## src/hdl/program_stream_video_demux_assert.svh

```systemverilog
// Assertion macros used by the demux parser.
`ifndef PROGRAM_STREAM_VIDEO_DEMUX_ASSERT_SVH
`define PROGRAM_STREAM_VIDEO_DEMUX_ASSERT_SVH

// Same-cycle implication, checked out of reset.
`define PSVD_ASSERT_NOW(label, clk, rst_n, ante, cons) \
  label: assert property (@(posedge clk) disable iff (!rst_n) (ante) |-> (cons)) \
    else $error("psvd assertion failed");

// Next-cycle implication, checked out of reset.
`define PSVD_ASSERT_NEXT(label, clk, rst_n, ante, cons) \
  label: assert property (@(posedge clk) disable iff (!rst_n) (ante) |=> (cons)) \
    else $error("psvd assertion failed");

`endif

```

## src/hdl/psvd_pkg.sv

```systemverilog
// Shared types and constants for the program stream video demux.
`timescale 1ns / 1ps
package psvd_pkg;

  typedef enum logic [2:0] {
    ST_PAYLOAD     = 3'd0,
    ST_PROGRAM_END = 3'd1,
    ST_BAD_PACK    = 3'd2,
    ST_NOT_SYSTEM  = 3'd3,
    ST_DROPPED     = 3'd4,
    ST_SYNC_LOST   = 3'd5
  } status_t;

  typedef struct packed {
    logic       valid;
    logic [7:0] data;
    logic       last;
    status_t    status;
  } result_t;

  localparam logic [23:0] START_PREFIX = 24'h000001;
  localparam logic [23:0] WINDOW_IDLE  = 24'hffffff;
  localparam logic [7:0]  CODE_END     = 8'hb9;
  localparam logic [7:0]  CODE_PACK    = 8'hba;
  localparam logic [7:0]  STUFF_BYTE   = 8'hff;
  localparam logic [7:0]  VIDEO_ID_RST = 8'he0;

endpackage

```

## src/hdl/psvd_in_stage.sv

```systemverilog
// Input register stage: holds one raw stream byte until the parser takes it.
`timescale 1ns / 1ps
module psvd_in_stage (
  input  logic       clk,
  input  logic       rst_n,
  input  logic       in_valid,
  output logic       in_ready,
  input  logic [7:0] in_byte,
  input  logic       can_load,
  output logic       s1_valid,
  output logic [7:0] s1_byte
);

  logic       valid_r;
  logic [7:0] byte_r;

  assign in_ready = !valid_r || can_load;
  assign s1_valid = valid_r;
  assign s1_byte  = byte_r;

  always_ff @(posedge clk) begin
    if (!rst_n) begin
      valid_r <= 1'b0;
    end else if (in_ready) begin
      valid_r <= in_valid;
    end
    if (in_valid && in_ready) begin
      byte_r <= in_byte;
    end
  end

endmodule

```

## src/hdl/psvd_parser.sv

```systemverilog
// Stream parser: start code hunt, header skipping and payload extraction per byte.
`timescale 1ns / 1ps
`include "program_stream_video_demux_assert.svh"
module psvd_parser #(
  parameter int MAX_STUFFING = 16
) (
  input  logic              clk,
  input  logic              rst_n,
  input  logic              cfg_we,
  input  logic [7:0]        cfg_data,
  input  logic              step,
  input  logic [7:0]        b,
  output psvd_pkg::result_t res
);

  localparam int STUFF_W = $clog2(MAX_STUFFING + 1);

  typedef enum logic [3:0] {
    PH_HUNT, PH_PACK_KIND, PH_PACK2, PH_SKIP_FIX,
    PH_VLEN_HI, PH_VLEN_LO, PH_OLEN_HI, PH_OLEN_LO,
    PH_SKIP_PKT, PH_M2_FLAGS, PH_M2_HLEN, PH_VID_SKIP,
    PH_M1_STUFF, PH_M1_STD2, PH_M1_TS, PH_PAYLOAD
  } phase_t;

  phase_t               phase_r, phase_nxt;
  logic [23:0]          win_r, win_nxt;
  logic [15:0]          pbl_r, pbl_nxt;
  logic [7:0]           hbl_r, hbl_nxt;
  logic [STUFF_W-1:0]   stuff_r, stuff_nxt;
  logic [7:0]           lenhi_r, lenhi_nxt;
  logic                 reported_r, reported_nxt;
  logic                 stopped_r, stopped_nxt;
  logic [7:0]           vid_r;

  logic [15:0]          pbl_dec;
  logic                 last;
  logic [7:0]           hbl_dec;
  logic [7:0]           hbl_inc;
  logic [23:0]          win_shift;
  logic                 ts_ok;
  logic [7:0]           ts_hbl;
  phase_t               ts_phase;
  logic                 sync_item;
  logic                 status_item;

  assign pbl_dec   = (pbl_r != 16'd0) ? pbl_r - 16'd1 : pbl_r;
  assign last      = (pbl_dec == 16'd0);
  assign hbl_dec   = (hbl_r != 8'd0) ? hbl_r - 8'd1 : hbl_r;
  assign hbl_inc   = hbl_r + 8'd1;
  assign win_shift = {win_r[15:0], b};

  assign sync_item   = res.valid && res.status == psvd_pkg::ST_SYNC_LOST;
  assign status_item = res.valid && res.status != psvd_pkg::ST_PAYLOAD;

  // MPEG-1 timestamp marker forms
  always_comb begin
    ts_ok    = 1'b1;
    ts_hbl   = 8'd0;
    ts_phase = PH_PAYLOAD;
    unique case (b[7:4])
      4'h0: begin
        ts_hbl   = 8'd0;
        ts_phase = PH_PAYLOAD;
      end
      4'h2: begin
        ts_hbl   = 8'd4;
        ts_phase = PH_VID_SKIP;
      end
      4'h3: begin
        ts_hbl   = 8'd9;
        ts_phase = PH_VID_SKIP;
      end
      default: ts_ok = 1'b0;
    endcase
  end

  always_comb begin
    phase_nxt    = phase_r;
    win_nxt      = win_r;
    pbl_nxt      = pbl_r;
    hbl_nxt      = hbl_r;
    stuff_nxt    = stuff_r;
    lenhi_nxt    = lenhi_r;
    reported_nxt = reported_r;
    stopped_nxt  = stopped_r;
    res          = '0;
    res.status   = psvd_pkg::ST_PAYLOAD;
    if (!stopped_r) begin
      unique case (phase_r)
        PH_HUNT: begin
          if (win_r == psvd_pkg::START_PREFIX) begin
            priority if (b == psvd_pkg::CODE_END) begin
              stopped_nxt = 1'b1;
              res.valid   = 1'b1;
              res.status  = psvd_pkg::ST_PROGRAM_END;
            end else if (b == psvd_pkg::CODE_PACK) begin
              phase_nxt = PH_PACK_KIND;
            end else if (b == vid_r) begin
              phase_nxt = PH_VLEN_HI;
            end else if (b < psvd_pkg::CODE_END) begin
              stopped_nxt = 1'b1;
              res.valid   = 1'b1;
              res.status  = psvd_pkg::ST_NOT_SYSTEM;
            end else begin
              phase_nxt = PH_OLEN_HI;
            end
          end else begin
            win_nxt = win_shift;
            if (hbl_r < 8'd3) begin
              hbl_nxt = hbl_inc;
              if (hbl_inc == 8'd3 && win_shift != psvd_pkg::START_PREFIX &&
                  !reported_r) begin
                reported_nxt = 1'b1;
                res.valid    = 1'b1;
                res.status   = psvd_pkg::ST_SYNC_LOST;
              end
            end
          end
        end
        PH_PACK_KIND: begin
          priority if (b[7:6] == 2'b01) begin
            hbl_nxt   = 8'd9;
            phase_nxt = PH_PACK2;
          end else if (b[7:4] == 4'b0010) begin
            hbl_nxt   = 8'd7;
            phase_nxt = PH_SKIP_FIX;
          end else begin
            stopped_nxt = 1'b1;
            res.valid   = 1'b1;
            res.status  = psvd_pkg::ST_BAD_PACK;
          end
        end
        PH_PACK2: begin
          hbl_nxt = hbl_dec;
          if (hbl_dec == 8'd0) begin
            if (b[2:0] != 3'd0) begin
              hbl_nxt   = {5'd0, b[2:0]};
              phase_nxt = PH_SKIP_FIX;
            end else begin
              phase_nxt = PH_HUNT;
              win_nxt   = psvd_pkg::WINDOW_IDLE;
              hbl_nxt   = 8'd0;
            end
          end
        end
        PH_SKIP_FIX: begin
          hbl_nxt = hbl_dec;
          if (hbl_dec == 8'd0) begin
            phase_nxt = PH_HUNT;
            win_nxt   = psvd_pkg::WINDOW_IDLE;
          end
        end
        PH_VLEN_HI: begin
          lenhi_nxt = b;
          phase_nxt = PH_VLEN_LO;
        end
        PH_OLEN_HI: begin
          lenhi_nxt = b;
          phase_nxt = PH_OLEN_LO;
        end
        PH_VLEN_LO, PH_OLEN_LO: begin
          pbl_nxt = {lenhi_r, b};
          priority if ({lenhi_r, b} == 16'd0) begin
            phase_nxt = PH_HUNT;
            win_nxt   = psvd_pkg::WINDOW_IDLE;
            hbl_nxt   = 8'd0;
          end else if (phase_r == PH_VLEN_LO) begin
            stuff_nxt = '0;
            phase_nxt = PH_M1_STUFF;
          end else begin
            phase_nxt = PH_SKIP_PKT;
          end
        end
        default: begin
          // packet body
          pbl_nxt = pbl_dec;
          unique case (phase_r)
            PH_M2_FLAGS: phase_nxt = PH_M2_HLEN;
            PH_M2_HLEN: begin
              hbl_nxt   = b;
              phase_nxt = (b == 8'd0) ? PH_PAYLOAD : PH_VID_SKIP;
            end
            PH_VID_SKIP: begin
              hbl_nxt = hbl_dec;
              if (hbl_dec == 8'd0) begin
                phase_nxt = PH_PAYLOAD;
              end
            end
            PH_M1_STUFF: begin
              priority if (stuff_r == '0 && b[7:6] == 2'b10) begin
                phase_nxt = PH_M2_FLAGS;
              end else if (b == psvd_pkg::STUFF_BYTE) begin
                if (stuff_r >= STUFF_W'(MAX_STUFFING)) begin
                  phase_nxt  = PH_SKIP_PKT;
                  res.valid  = 1'b1;
                  res.status = psvd_pkg::ST_DROPPED;
                end else begin
                  stuff_nxt = stuff_r + STUFF_W'(1);
                end
              end else if (b[7:6] == 2'b01) begin
                phase_nxt = PH_M1_STD2;
              end else if (ts_ok) begin
                hbl_nxt   = ts_hbl;
                phase_nxt = ts_phase;
              end else begin
                phase_nxt  = PH_SKIP_PKT;
                res.valid  = 1'b1;
                res.status = psvd_pkg::ST_DROPPED;
              end
            end
            PH_M1_STD2: phase_nxt = PH_M1_TS;
            PH_M1_TS: begin
              if (ts_ok) begin
                hbl_nxt   = ts_hbl;
                phase_nxt = ts_phase;
              end else begin
                phase_nxt  = PH_SKIP_PKT;
                res.valid  = 1'b1;
                res.status = psvd_pkg::ST_DROPPED;
              end
            end
            PH_PAYLOAD: begin
              res.valid = 1'b1;
              res.data  = b;
              res.last  = last;
            end
            default: ;
          endcase
          if (last) begin
            phase_nxt = PH_HUNT;
            win_nxt   = psvd_pkg::WINDOW_IDLE;
            hbl_nxt   = 8'd0;
          end
        end
      endcase
    end
    if (!step) begin
      res.valid = 1'b0;
    end
  end

  always_ff @(posedge clk) begin
    if (!rst_n) begin
      phase_r    <= PH_HUNT;
      win_r      <= psvd_pkg::WINDOW_IDLE;
      pbl_r      <= 16'd0;
      hbl_r      <= 8'd0;
      stuff_r    <= '0;
      lenhi_r    <= 8'd0;
      reported_r <= 1'b0;
      stopped_r  <= 1'b0;
      vid_r      <= psvd_pkg::VIDEO_ID_RST;
    end else begin
      if (step) begin
        phase_r    <= phase_nxt;
        win_r      <= win_nxt;
        pbl_r      <= pbl_nxt;
        hbl_r      <= hbl_nxt;
        stuff_r    <= stuff_nxt;
        lenhi_r    <= lenhi_nxt;
        reported_r <= reported_nxt;
        stopped_r  <= stopped_nxt;
      end
      if (cfg_we) begin
        vid_r <= cfg_data;
      end
    end
  end

  `PSVD_ASSERT_NOW(a_halt_silent, clk, rst_n, stopped_r, !res.valid)
  `PSVD_ASSERT_NEXT(a_halt_sticky, clk, rst_n, stopped_r, stopped_r)
  `PSVD_ASSERT_NEXT(a_sync_once, clk, rst_n, reported_r, reported_r && !sync_item)
  `PSVD_ASSERT_NOW(a_status_clean, clk, rst_n, status_item, res.data == 8'd0 && !res.last)

endmodule

```

## src/hdl/psvd_out_stage.sv

```systemverilog
// Result register: holds one result item until the receiver takes it.
`timescale 1ns / 1ps
module psvd_out_stage (
  input  logic              clk,
  input  logic              rst_n,
  input  psvd_pkg::result_t res,
  output logic              can_load,
  output logic              out_valid,
  input  logic              out_ready,
  output logic [7:0]        out_byte,
  output logic              out_last_of_packet,
  output logic [2:0]        out_status
);

  logic              valid_r;
  psvd_pkg::result_t data_r;

  assign can_load           = !valid_r || out_ready;
  assign out_valid          = valid_r;
  assign out_byte           = data_r.data;
  assign out_last_of_packet = data_r.last;
  assign out_status         = data_r.status;

  always_ff @(posedge clk) begin
    if (!rst_n) begin
      valid_r <= 1'b0;
    end else if (can_load) begin
      valid_r <= res.valid;
    end
    if (can_load && res.valid) begin
      data_r <= res;
    end
  end

endmodule

```

## src/hdl/program_stream_video_demux.sv

```systemverilog
// MPEG program stream video demux: one raw byte in, at most one result item out.
// Usage:
//   Input channel in_valid/in_ready/in_byte carries the raw stream, one byte per item.
//   Result channel out_valid/out_ready carries out_byte, out_last_of_packet and
//   out_status (0 payload, 1 program end, 2 bad pack header, 3 not system stream,
//   4 packet dropped, 5 sync lost). Header and skipped bytes produce no item.
//   cfg_we/cfg_data set the video stream id (0xE0 after reset); write only when idle.
// Timing: a byte is loaded into the input register at acceptance; its result is loaded
//   into the result register when the parser steps on it. Throughput: one byte per
//   cycle unless stalled, set by the parser step between the two registers.
// Reset: synchronous, active low; parser goes to start code hunt, both registers
//   empty. After program end or a halting error no more results until reset.
// Stall: while the result register is full and out_ready is low, the parser holds
//   its byte and in_ready drops once the input register is also full.
`timescale 1ns / 1ps
module program_stream_video_demux #(
  parameter int MAX_STUFFING = 16
) (
  input  logic       clk,
  input  logic       rst_n,
  input  logic       in_valid,
  output logic       in_ready,
  input  logic [7:0] in_byte,
  output logic       out_valid,
  input  logic       out_ready,
  output logic [7:0] out_byte,
  output logic       out_last_of_packet,
  output logic [2:0] out_status,
  input  logic       cfg_we,
  input  logic [7:0] cfg_data
);

  logic              can_load;
  logic              s1_valid;
  logic [7:0]        s1_byte;
  psvd_pkg::result_t res;

  psvd_in_stage u_in (
    .clk      (clk),
    .rst_n    (rst_n),
    .in_valid (in_valid),
    .in_ready (in_ready),
    .in_byte  (in_byte),
    .can_load (can_load),
    .s1_valid (s1_valid),
    .s1_byte  (s1_byte)
  );

  psvd_parser #(
    .MAX_STUFFING (MAX_STUFFING)
  ) u_parser (
    .clk      (clk),
    .rst_n    (rst_n),
    .cfg_we   (cfg_we),
    .cfg_data (cfg_data),
    .step     (s1_valid && can_load),
    .b        (s1_byte),
    .res      (res)
  );

  psvd_out_stage u_out (
    .clk                (clk),
    .rst_n              (rst_n),
    .res                (res),
    .can_load           (can_load),
    .out_valid          (out_valid),
    .out_ready          (out_ready),
    .out_byte           (out_byte),
    .out_last_of_packet (out_last_of_packet),
    .out_status         (out_status)
  );

endmodule
```

## config.mk

```make
export PLATFORM = sky130hd
export DESIGN_NAME = program_stream_video_demux
export DESIGN_NICKNAME = d
export VERILOG_FILES = /design/src/hdl/psvd_pkg.sv /design/src/hdl/psvd_in_stage.sv /design/src/hdl/psvd_parser.sv /design/src/hdl/psvd_out_stage.sv /design/src/hdl/program_stream_video_demux.sv
export VERILOG_INCLUDE_DIRS = /design/src /design/src/hdl
export SDC_FILE = /design/constraint.sdc
export NUM_CORES = 1
export LEC_CHECK = 0
export BUFFER_PORTS_ARGS = -buffer_cell sky130_fd_sc_hd__buf_4
export CORE_MARGIN = 2
export CORE_UTILIZATION = 55
export CTS_CLUSTER_DIAMETER = 80
export DETAILED_ROUTE_END_ITERATION = 6
export MAX_ROUTING_LAYER = met4
export PLACE_DENSITY = 0.8
export SKIP_LAST_GASP = 1
export SYNTH_ARGS = -nofsm -noshare
export SYNTH_HDL_FRONTEND = slang
export SYNTH_SLANG_ARGS = --single-unit
```

## constraint.sdc

```tcl
create_clock -name clk -period 6.8 [get_ports clk]
set_input_delay 1.02 -clock clk [delete_from_list [all_inputs] [get_ports clk]]
set_output_delay 1.02 -clock clk [all_outputs]
set_load 0.005 [all_outputs]
```

==> results of run 1 <==
==> cell families after synthesis <==
family	share of synthesized area
adders and majority gates	0.0151
AOI/OAI and AO/OA	0.203
DFF	0.369
muxes	0.0362
buffers and inverters	0.0536
xor gates and xnor gates	0.0301
and+or+nand+nor	0.294
==> metal layers <==
metal	wire (um)	up-vias	track usage	part of all wire
li1	-	2628	-	-
met1	7340	2604	0.413	0.46
met2	7390	243	0.437	0.46
met3	1030	32	0.0505	0.064
met4	340	0	0.100	0.021
met5	0	-	-	0
==> power by group through the flow <==
stage,Clock [mW],Sequential (mW),Combinational (mW)
after floorplan,0,0.623,0.136
after global placement,0,0.642,0.163
after detailed placement,0,0.644,0.166
after CTS,0.391,0.631,0.167
after global routing,0.414,0.634,0.185
final,0.387,0.632,0.170
==> cell usage in the layout (no fill, tap or decap), drive strengths merged, types with 3 or more instances in the layout <==
cell     synthesis  routed
a2111oi          3       3
a211o            3       3
a211oi           3       3
a21boi           4       4
a21o             3       3
a21oi           43      43
a221o            3       3
a221oi           4       4
a22oi            7       7
a31oi           14      14
and2            22      22
and3             7       7
and4             3       3
buf             11      40
clkbuf          47      11
dfxtp           77      77
edfxtp          20      20
ha               7       7
inv             17      20
mux2i           21      21
nand2           46      46
nand2b           9       9
nand3           22      22
nand4           11      11
nor2            94      94
nor2b           22      22
nor3            28      28
nor3b           23      23
nor4            16      16
o211ai           4       4
o21a             5       5
o21ai           65      65
o221a            3       3
o22ai            4       4
or2              5       5
or3              6       6
or4              8       8
xnor2            6       6
xor2            14      14
==> per-stage QoR <==
stage,hold WS [ps],util
after floorplan,457,-
after global placement,477,0.588
after detailed placement,488,0.588
after CTS,512,0.607
after global routing,539,0.607
final,512,0.607
==> area by class of cell <==
cell class | instances | area [um2]
Timing Repair Buffer | 40 | 300
Inverter | 17 | 63.8
Clock buffer | 11 | 131
Clock inverter | 5 | 62.6
Fill cell | 945 | 4040
Tap cell | 136 | 170
Multi-Input combinational cell | 561 | 3370
Sequential cell | 97 | 2140
==> worst min-delay path, stage by stage (launching register included) <==
cell                      delay (ps)
sky130_fd_sc_hd__dfxtp_1         360
sky130_fd_sc_hd__mux2i_1          70
sky130_fd_sc_hd__nand2_1          60
==> how the worst max path moves through the flow <==
stage	slack, ps	to
5_1_grt	2280	u_parser.win_r[16]
2_1_floorplan	3660	u_parser.win_r[18]
4_1_cts	2720	u_parser.win_r[3]
3_5_place_dp	2750	u_parser.win_r[3]
6_report	2630	u_parser.win_r[17]
3_3_place_gp	2840	u_parser.win_r[1]
==> sequential cells by signal, indices dropped and copies added, names as in the netlist <==
signal                    flops
u_parser.phase_r              4
u_parser.pbl_r               16
u_out.out_byte                8
u_out.out_valid               1
u_out.out_status              3
u_in.s1_byte                  8
u_parser.reported_r           1
u_parser.lenhi_r              8
u_out.out_last_of_packet      1
u_parser.hbl_r                8
u_in.s1_valid                 1
u_parser.vid_r                8
u_parser.win_r               24
u_parser.stopped_r            1
u_parser.stuff_r              5
==> impl_metrics.py, run 1 <==
metrics = {
    "power_and_ir_drop": {
        "netSwitchingPower_mw": 0.341,
        "power.sequential.fraction": 0.532,
        "power.leakage_nw": 2.41,
        "totalPowerFinal_mw": 1.19,
        "vdd_drop_max_v": 0.000157,
        "power.density_cell_area_nw_per_um2": 191,
        "internal_pwr_total_mw": 0.848,
        "p_comb_frac": 0.143,
        "swShare": 0.287,
        "fraction_of_power_consumed_by_the_clock_network": 0.326,
    },
    "synth": {
        "synthesis.area_per_instance_um2": 7.93,
        "async_flop_share": 0,
        "cell_taking_the_most_area_after_synthesis": "sky130_fd_sc_hd__dfxtp_1",
        "netlist_top_cells_count": "sky130_fd_sc_hd__nor2_1, sky130_fd_sc_hd__dfxtp_1, sky130_fd_sc_hd__clkbuf_1",
        "syn_nets": 761,
        "synth.most_common_cell": "sky130_fd_sc_hd__nor2_1",
        "number_of_enable_type_register_cells_in_the_synthesized_netlist": 20,
        "synth_sequential_area_ratio": 0.369,
        "yosys_register_bits": 97,
        "netlist_top_cells_area": "sky130_fd_sc_hd__dfxtp_1, sky130_fd_sc_hd__edfxtp_1, sky130_fd_sc_hd__nor2_1, sky130_fd_sc_hd__a21oi_1, sky130_fd_sc_hd__mux2i_1",
        "yosysUniqueCellTypes": 70,
        "post_synth_instance_area_um2": 5810,
        "yosys_most_used_dff": "sky130_fd_sc_hd__dfxtp_1",
        "yosysWarningCount": 0,
        "synthDominantCellAreaShare": 0.265,
        "syn-instance-count": 733,
    },
    "placed_design": {
        "dp.final_hpwl_mm": 11.0,
        "gpl.final_weighted_congestion": 0.951,
        "placedInstanceArea_um2": 6040,
        "dp.cells": 851,
        "port_buffers": 34,
        "dp_slack_ps": 2750,
    },
    "worst_setup_path": {
        "cpLargestDelayFamily": "simple AND/OR/NAND/NOR gates",
        "cp_data_arrival_time_ps": 4410,
        "worst_r2r_startpoint": "u_parser.pbl_r[2]",
        "slowest_cp_cell": "sky130_fd_sc_hd__nor4_2",
        "critPathKind": "reg2reg",
        "cp.required_ps": 7040,
        "worst-r2r-setup-slack_ps": 2630,
        "critical_path_buf_inv_count": 1,
        "reg2reg_to": "u_parser.win_r[17]",
        "critical_path.startpoint": "u_parser.pbl_r[2]",
        "critical_path.max_fanout": 48,
        "reg2reg_depth": 9,
        "cp-start-kind": "register",
        "worst_path_cell_chain": "nor4_2 > nand2_1 > o2bb2ai_1 > a2111oi_1 > nand4_2 > a221oi_4 > buf_4 > nor3b_1 > o21ai_1",
        "cp_slowest_stage_delay_ps": 830,
        "critical_path_stages": 9,
        "crit_path_end_kind": "register",
    },
    "timing": {
        "setup_viols_final": 0,
        "max_clock_freq_mhz": 240,
        "grt_setup_unrepaired": "false",
        "max_slew_margin": 0.280,
        "worst_slack_ps": 2630,
        "final.min_clock_period_ps": 4170,
        "slew_viol_final": 0,
        "timing_worst_slew_pin_value_ps": 1080,
        "timing.final.crit_share": 0.613,
        "skew_ps": 16.0,
        "timing.setup.tns_ps": 0,
        "hold_viol_final": 0,
    },
    "final_layout": {
        "layout-area-overhead-vs-synth_pct": 7.36,
        "post_layout_nonfiller_instances": 867,
        "final_layout_size_suffix_gt1_frac": 0.0903,
        "num_antenna_cells": 0,
        "finish.instance_area_um2": 6240,
        "final_nets": 754,
    },
    "clock_tree": {
        "tritoncts": "done",
        "clk_path_buf_depth": 2,
        "ctsHoldBuffers": 0,
        "number_of_buffers_inserted_to_repair_setup_after_cts": 0,
        "cts_buffers": 9,
        "number_of_gates_resized_after_cts": 0,
        "clkLatencyLatePin_ps": 380,
        "cts.sink_count": 97,
        "clkTransAtPathRegs_ps": 100,
        "clockRootBuffer": "sky130_fd_sc_hd__clkbuf_8",
        "cts-htree-levels": 3,
    },
    "global_routing": {
        "grt_antenna_before_repair": 0,
        "track_usage": 0.296,
        "grt_pass1_vias": 4977,
        "grt_pass1_wl_mm": 25.9,
        "total_gr_overflow": 0,
        "grt_start_max_net_pins": 80,
    },
    "drt": {
        "dr.first_iter.drc_count": 551,
        "dr_total_vias": 5507,
        "drt-pass1-iter-count": 5,
        "wirelength_mm": 16.1,
        "vias_per_cell": 6.35,
        "detail-route-antenna-nets": 0,
        "post_drt_wl_per_cell_um": 18.6,
        "route.detailed.drc": 0,
    },
    "min_path": {
        "whs_path_depth": 2,
        "hold_path_end": "u_parser.vid_r[5]",
        "hold_path.class": "reg2reg",
        "hold_path.startpoint": "u_parser.vid_r[5]",
    },
    "floorplan": {
        "dieArea_um2": 11400,
        "initial_core_util": 0.565,
        "die_w_um": 107,
        "floorplan.core_area_um2": 10300,
        "floorplan.die.height_um": 107,
        "floorplan_row_count": 37,
        "i_o_pin_total": 35,
    },
    "status": {
        "outcome": "finished clean",
    },
    "job": {
        "cap_viol_max_count": 0,
    },
}
Power figures use the tool's default switching activity.
==> run 2: changes to the inputs <==
clock period = 4.22 ns   (was 6.8 ns; I/O delays follow)
==> impl_metrics.py, run 2 (synthesis results as in run 1) <==
metrics = {
    "status": {
        "outcome": "finished clean",
    },
    "timing": {
        "max_slew_margin": 0.279,
        "final.min_clock_period_ps": 3390,
        "worst_hold_slack_ps": 429,
        "grt_setup_unrepaired": "false",
        "max_clock_freq_mhz": 295,
        "slew_viol_final": 0,
        "timing_worst_slew_pin_value_ps": 1050,
        "setup_viols_final": 0,
        "worst_slack_ps": 830,
        "timing.setup.tns_ps": 0,
        "timing.final.crit_share": 0.803,
        "hold_viol_final": 0,
        "skew_ps": 17.0,
    },
    "clock_tree": {
        "cts_buffers": 9,
        "number_of_buffers_inserted_to_repair_setup_after_cts": 0,
        "clk_path_buf_depth": 2,
        "number_of_gates_resized_after_cts": 0,
        "cts-htree-levels": 3,
        "cts.sink_count": 97,
        "ctsHoldBuffers": 0,
        "clkLatencyLatePin_ps": 380,
        "clkTransAtPathRegs_ps": 100,
        "clockRootBuffer": "sky130_fd_sc_hd__clkbuf_8",
        "tritoncts": "done",
    },
    "final_layout": {
        "layout-area-overhead-vs-synth_pct": 8.12,
        "most_used_cells_in_the_layout_excluding_fill_and_tap_cells": "sky130_fd_sc_hd__nor2_1, sky130_fd_sc_hd__dfxtp_1, sky130_fd_sc_hd__nand2_1, sky130_fd_sc_hd__buf_4, sky130_fd_sc_hd__a21oi_1",
        "finish.instance_area_um2": 6280,
        "top_regs": "u_parser.win_r x24, u_parser.pbl_r x16",
        "multiInputGateArea_um2": 3370,
        "ff_latch_area_um2": 2140,
        "registers.top_by_ff_count": "u_parser.win_r",
        "largest_reg_flops": 24,
        "final_layout_size_suffix_gt1_frac": 0.0989,
        "post-route-util": 0.611,
        "final_nets": 761,
        "post_layout_nonfiller_instances": 874,
        "most_common_cell_after_layout_fill_and_taps_aside": "sky130_fd_sc_hd__nor2_1",
        "filler_cell_count": 908,
        "num_antenna_cells": 0,
    },
    "worst_setup_path": {
        "cp-start-kind": "register",
        "cp.required_ps": 4450,
        "critical_path_stages": 9,
        "critical_path.max_fanout": 48,
        "critPathKind": "reg2reg",
        "slowest_cp_cell": "sky130_fd_sc_hd__or4_1",
        "crit_path_end_kind": "register",
        "critical_path.startpoint": "u_parser.pbl_r[9]",
        "cp_data_arrival_time_ps": 3620,
        "worst_r2r_startpoint": "u_parser.pbl_r[9]",
        "critical_path_buf_inv_count": 1,
        "critical-path-top-cell-by-count": "sky130_fd_sc_hd__or3_1",
        "reg2reg_depth": 9,
        "cp_slowest_stage_delay_ps": 540,
        "worst_path_cell_chain": "or3_1 > or4_1 > or3_1 > a221oi_2 > nand4_2 > a221oi_4 > buf_12 > nor3b_1 > o21ai_1",
        "cpLargestDelayFamily": "simple AND/OR/NAND/NOR gates",
    },
    "drt": {
        "post_drt_wl_per_cell_um": 18.2,
        "wirelength_mm": 15.9,
        "route.detailed.drc": 0,
        "dr.first_iter.drc_count": 567,
        "dr_total_vias": 5489,
        "detail-route-antenna-nets": 0,
        "vias_per_cell": 6.28,
        "drt-pass1-iter-count": 6,
    },
    "power_and_ir_drop": {
        "vdd_drop_max_v": 0.000274,
        "totalPowerFinal_mw": 1.87,
        "power.density_cell_area_nw_per_um2": 298,
        "power.leakage_nw": 2.48,
    },
    "floorplan": {
        "floorplan.die.height_um": 107,
        "dieArea_um2": 11400,
        "floorplan_row_count": 37,
        "i_o_pin_total": 35,
        "floorplan.core_area_um2": 10300,
        "initial_core_util": 0.565,
        "die_w_um": 107,
    },
    "placed_design": {
        "dp_slack_ps": 896,
        "dp.cells": 858,
        "dp.final_hpwl_mm": 10.9,
        "port_buffers": 34,
        "gpl.final_weighted_congestion": 0.962,
        "placedInstanceArea_um2": 6110,
    },
    "global_routing": {
        "total_gr_overflow": 0,
        "track_usage": 0.291,
        "grt_pass1_wl_mm": 25.6,
        "grt_antenna_before_repair": 0,
        "grt_start_max_net_pins": 80,
        "grt_pass1_vias": 5088,
    },
    "min_path": {
        "whs_path_depth": 1,
        "hold_path.class": "in2reg",
        "hold_path.startpoint": "in_byte[7]",
    },
    "job": {
        "cap_viol_max_count": 0,
    },
}
run 2: power breakdown:
group / switching (mW) / leakage, nW / internal (mW)
combinational: 0.163 / 1.55 / 0.119
clock: 0.340 / 0.0911 / 0.234
sequential: 0.0460 / 0.836 / 0.967
total: 0.549 / 2.48 / 1.32
run 2: worst register-to-register path, delay by kind of cell, from the launching register on:
family | cells | cell delay, ps
buffers and inverters | 1 | 240
AOI/OAI and AO/OA | 3 | 780
and+or+nand+nor | 5 | 1830
DFF | 1 | 400
run 2: final timing paths:
check | end | slack [ps]
max | u_parser.win_r[20] | 830
min reg2reg | u_parser.reported_r | 510
min | u_in.s1_byte[7] | 430
max reg2reg | u_parser.win_r[20] | 830
run 2: cell type report:
cell class,instances,share of cell area
Clock buffer,12,0.0231
Clock inverter,4,0.00438
Inverter,17,0.0102
Multi-Input combinational cell,561,0.536
Sequential cell,97,0.341
Tap cell,136,0.0271
Timing Repair Buffer,47,0.0582
run 2: metal layers:
| layer | wire length (um) | up-vias | global-route usage | part of all wire |
|---|---|---|---|---|
| met4 | 359 | 0 | 0.106 | 0.023 |
| met3 | 1270 | 33 | 0.0565 | 0.080 |
| met1 | 7020 | 2574 | 0.392 | 0.44 |
| met5 | 0 | - | - | 0 |
| met2 | 7220 | 234 | 0.437 | 0.45 |
| li1 | - | 2648 | - | - |
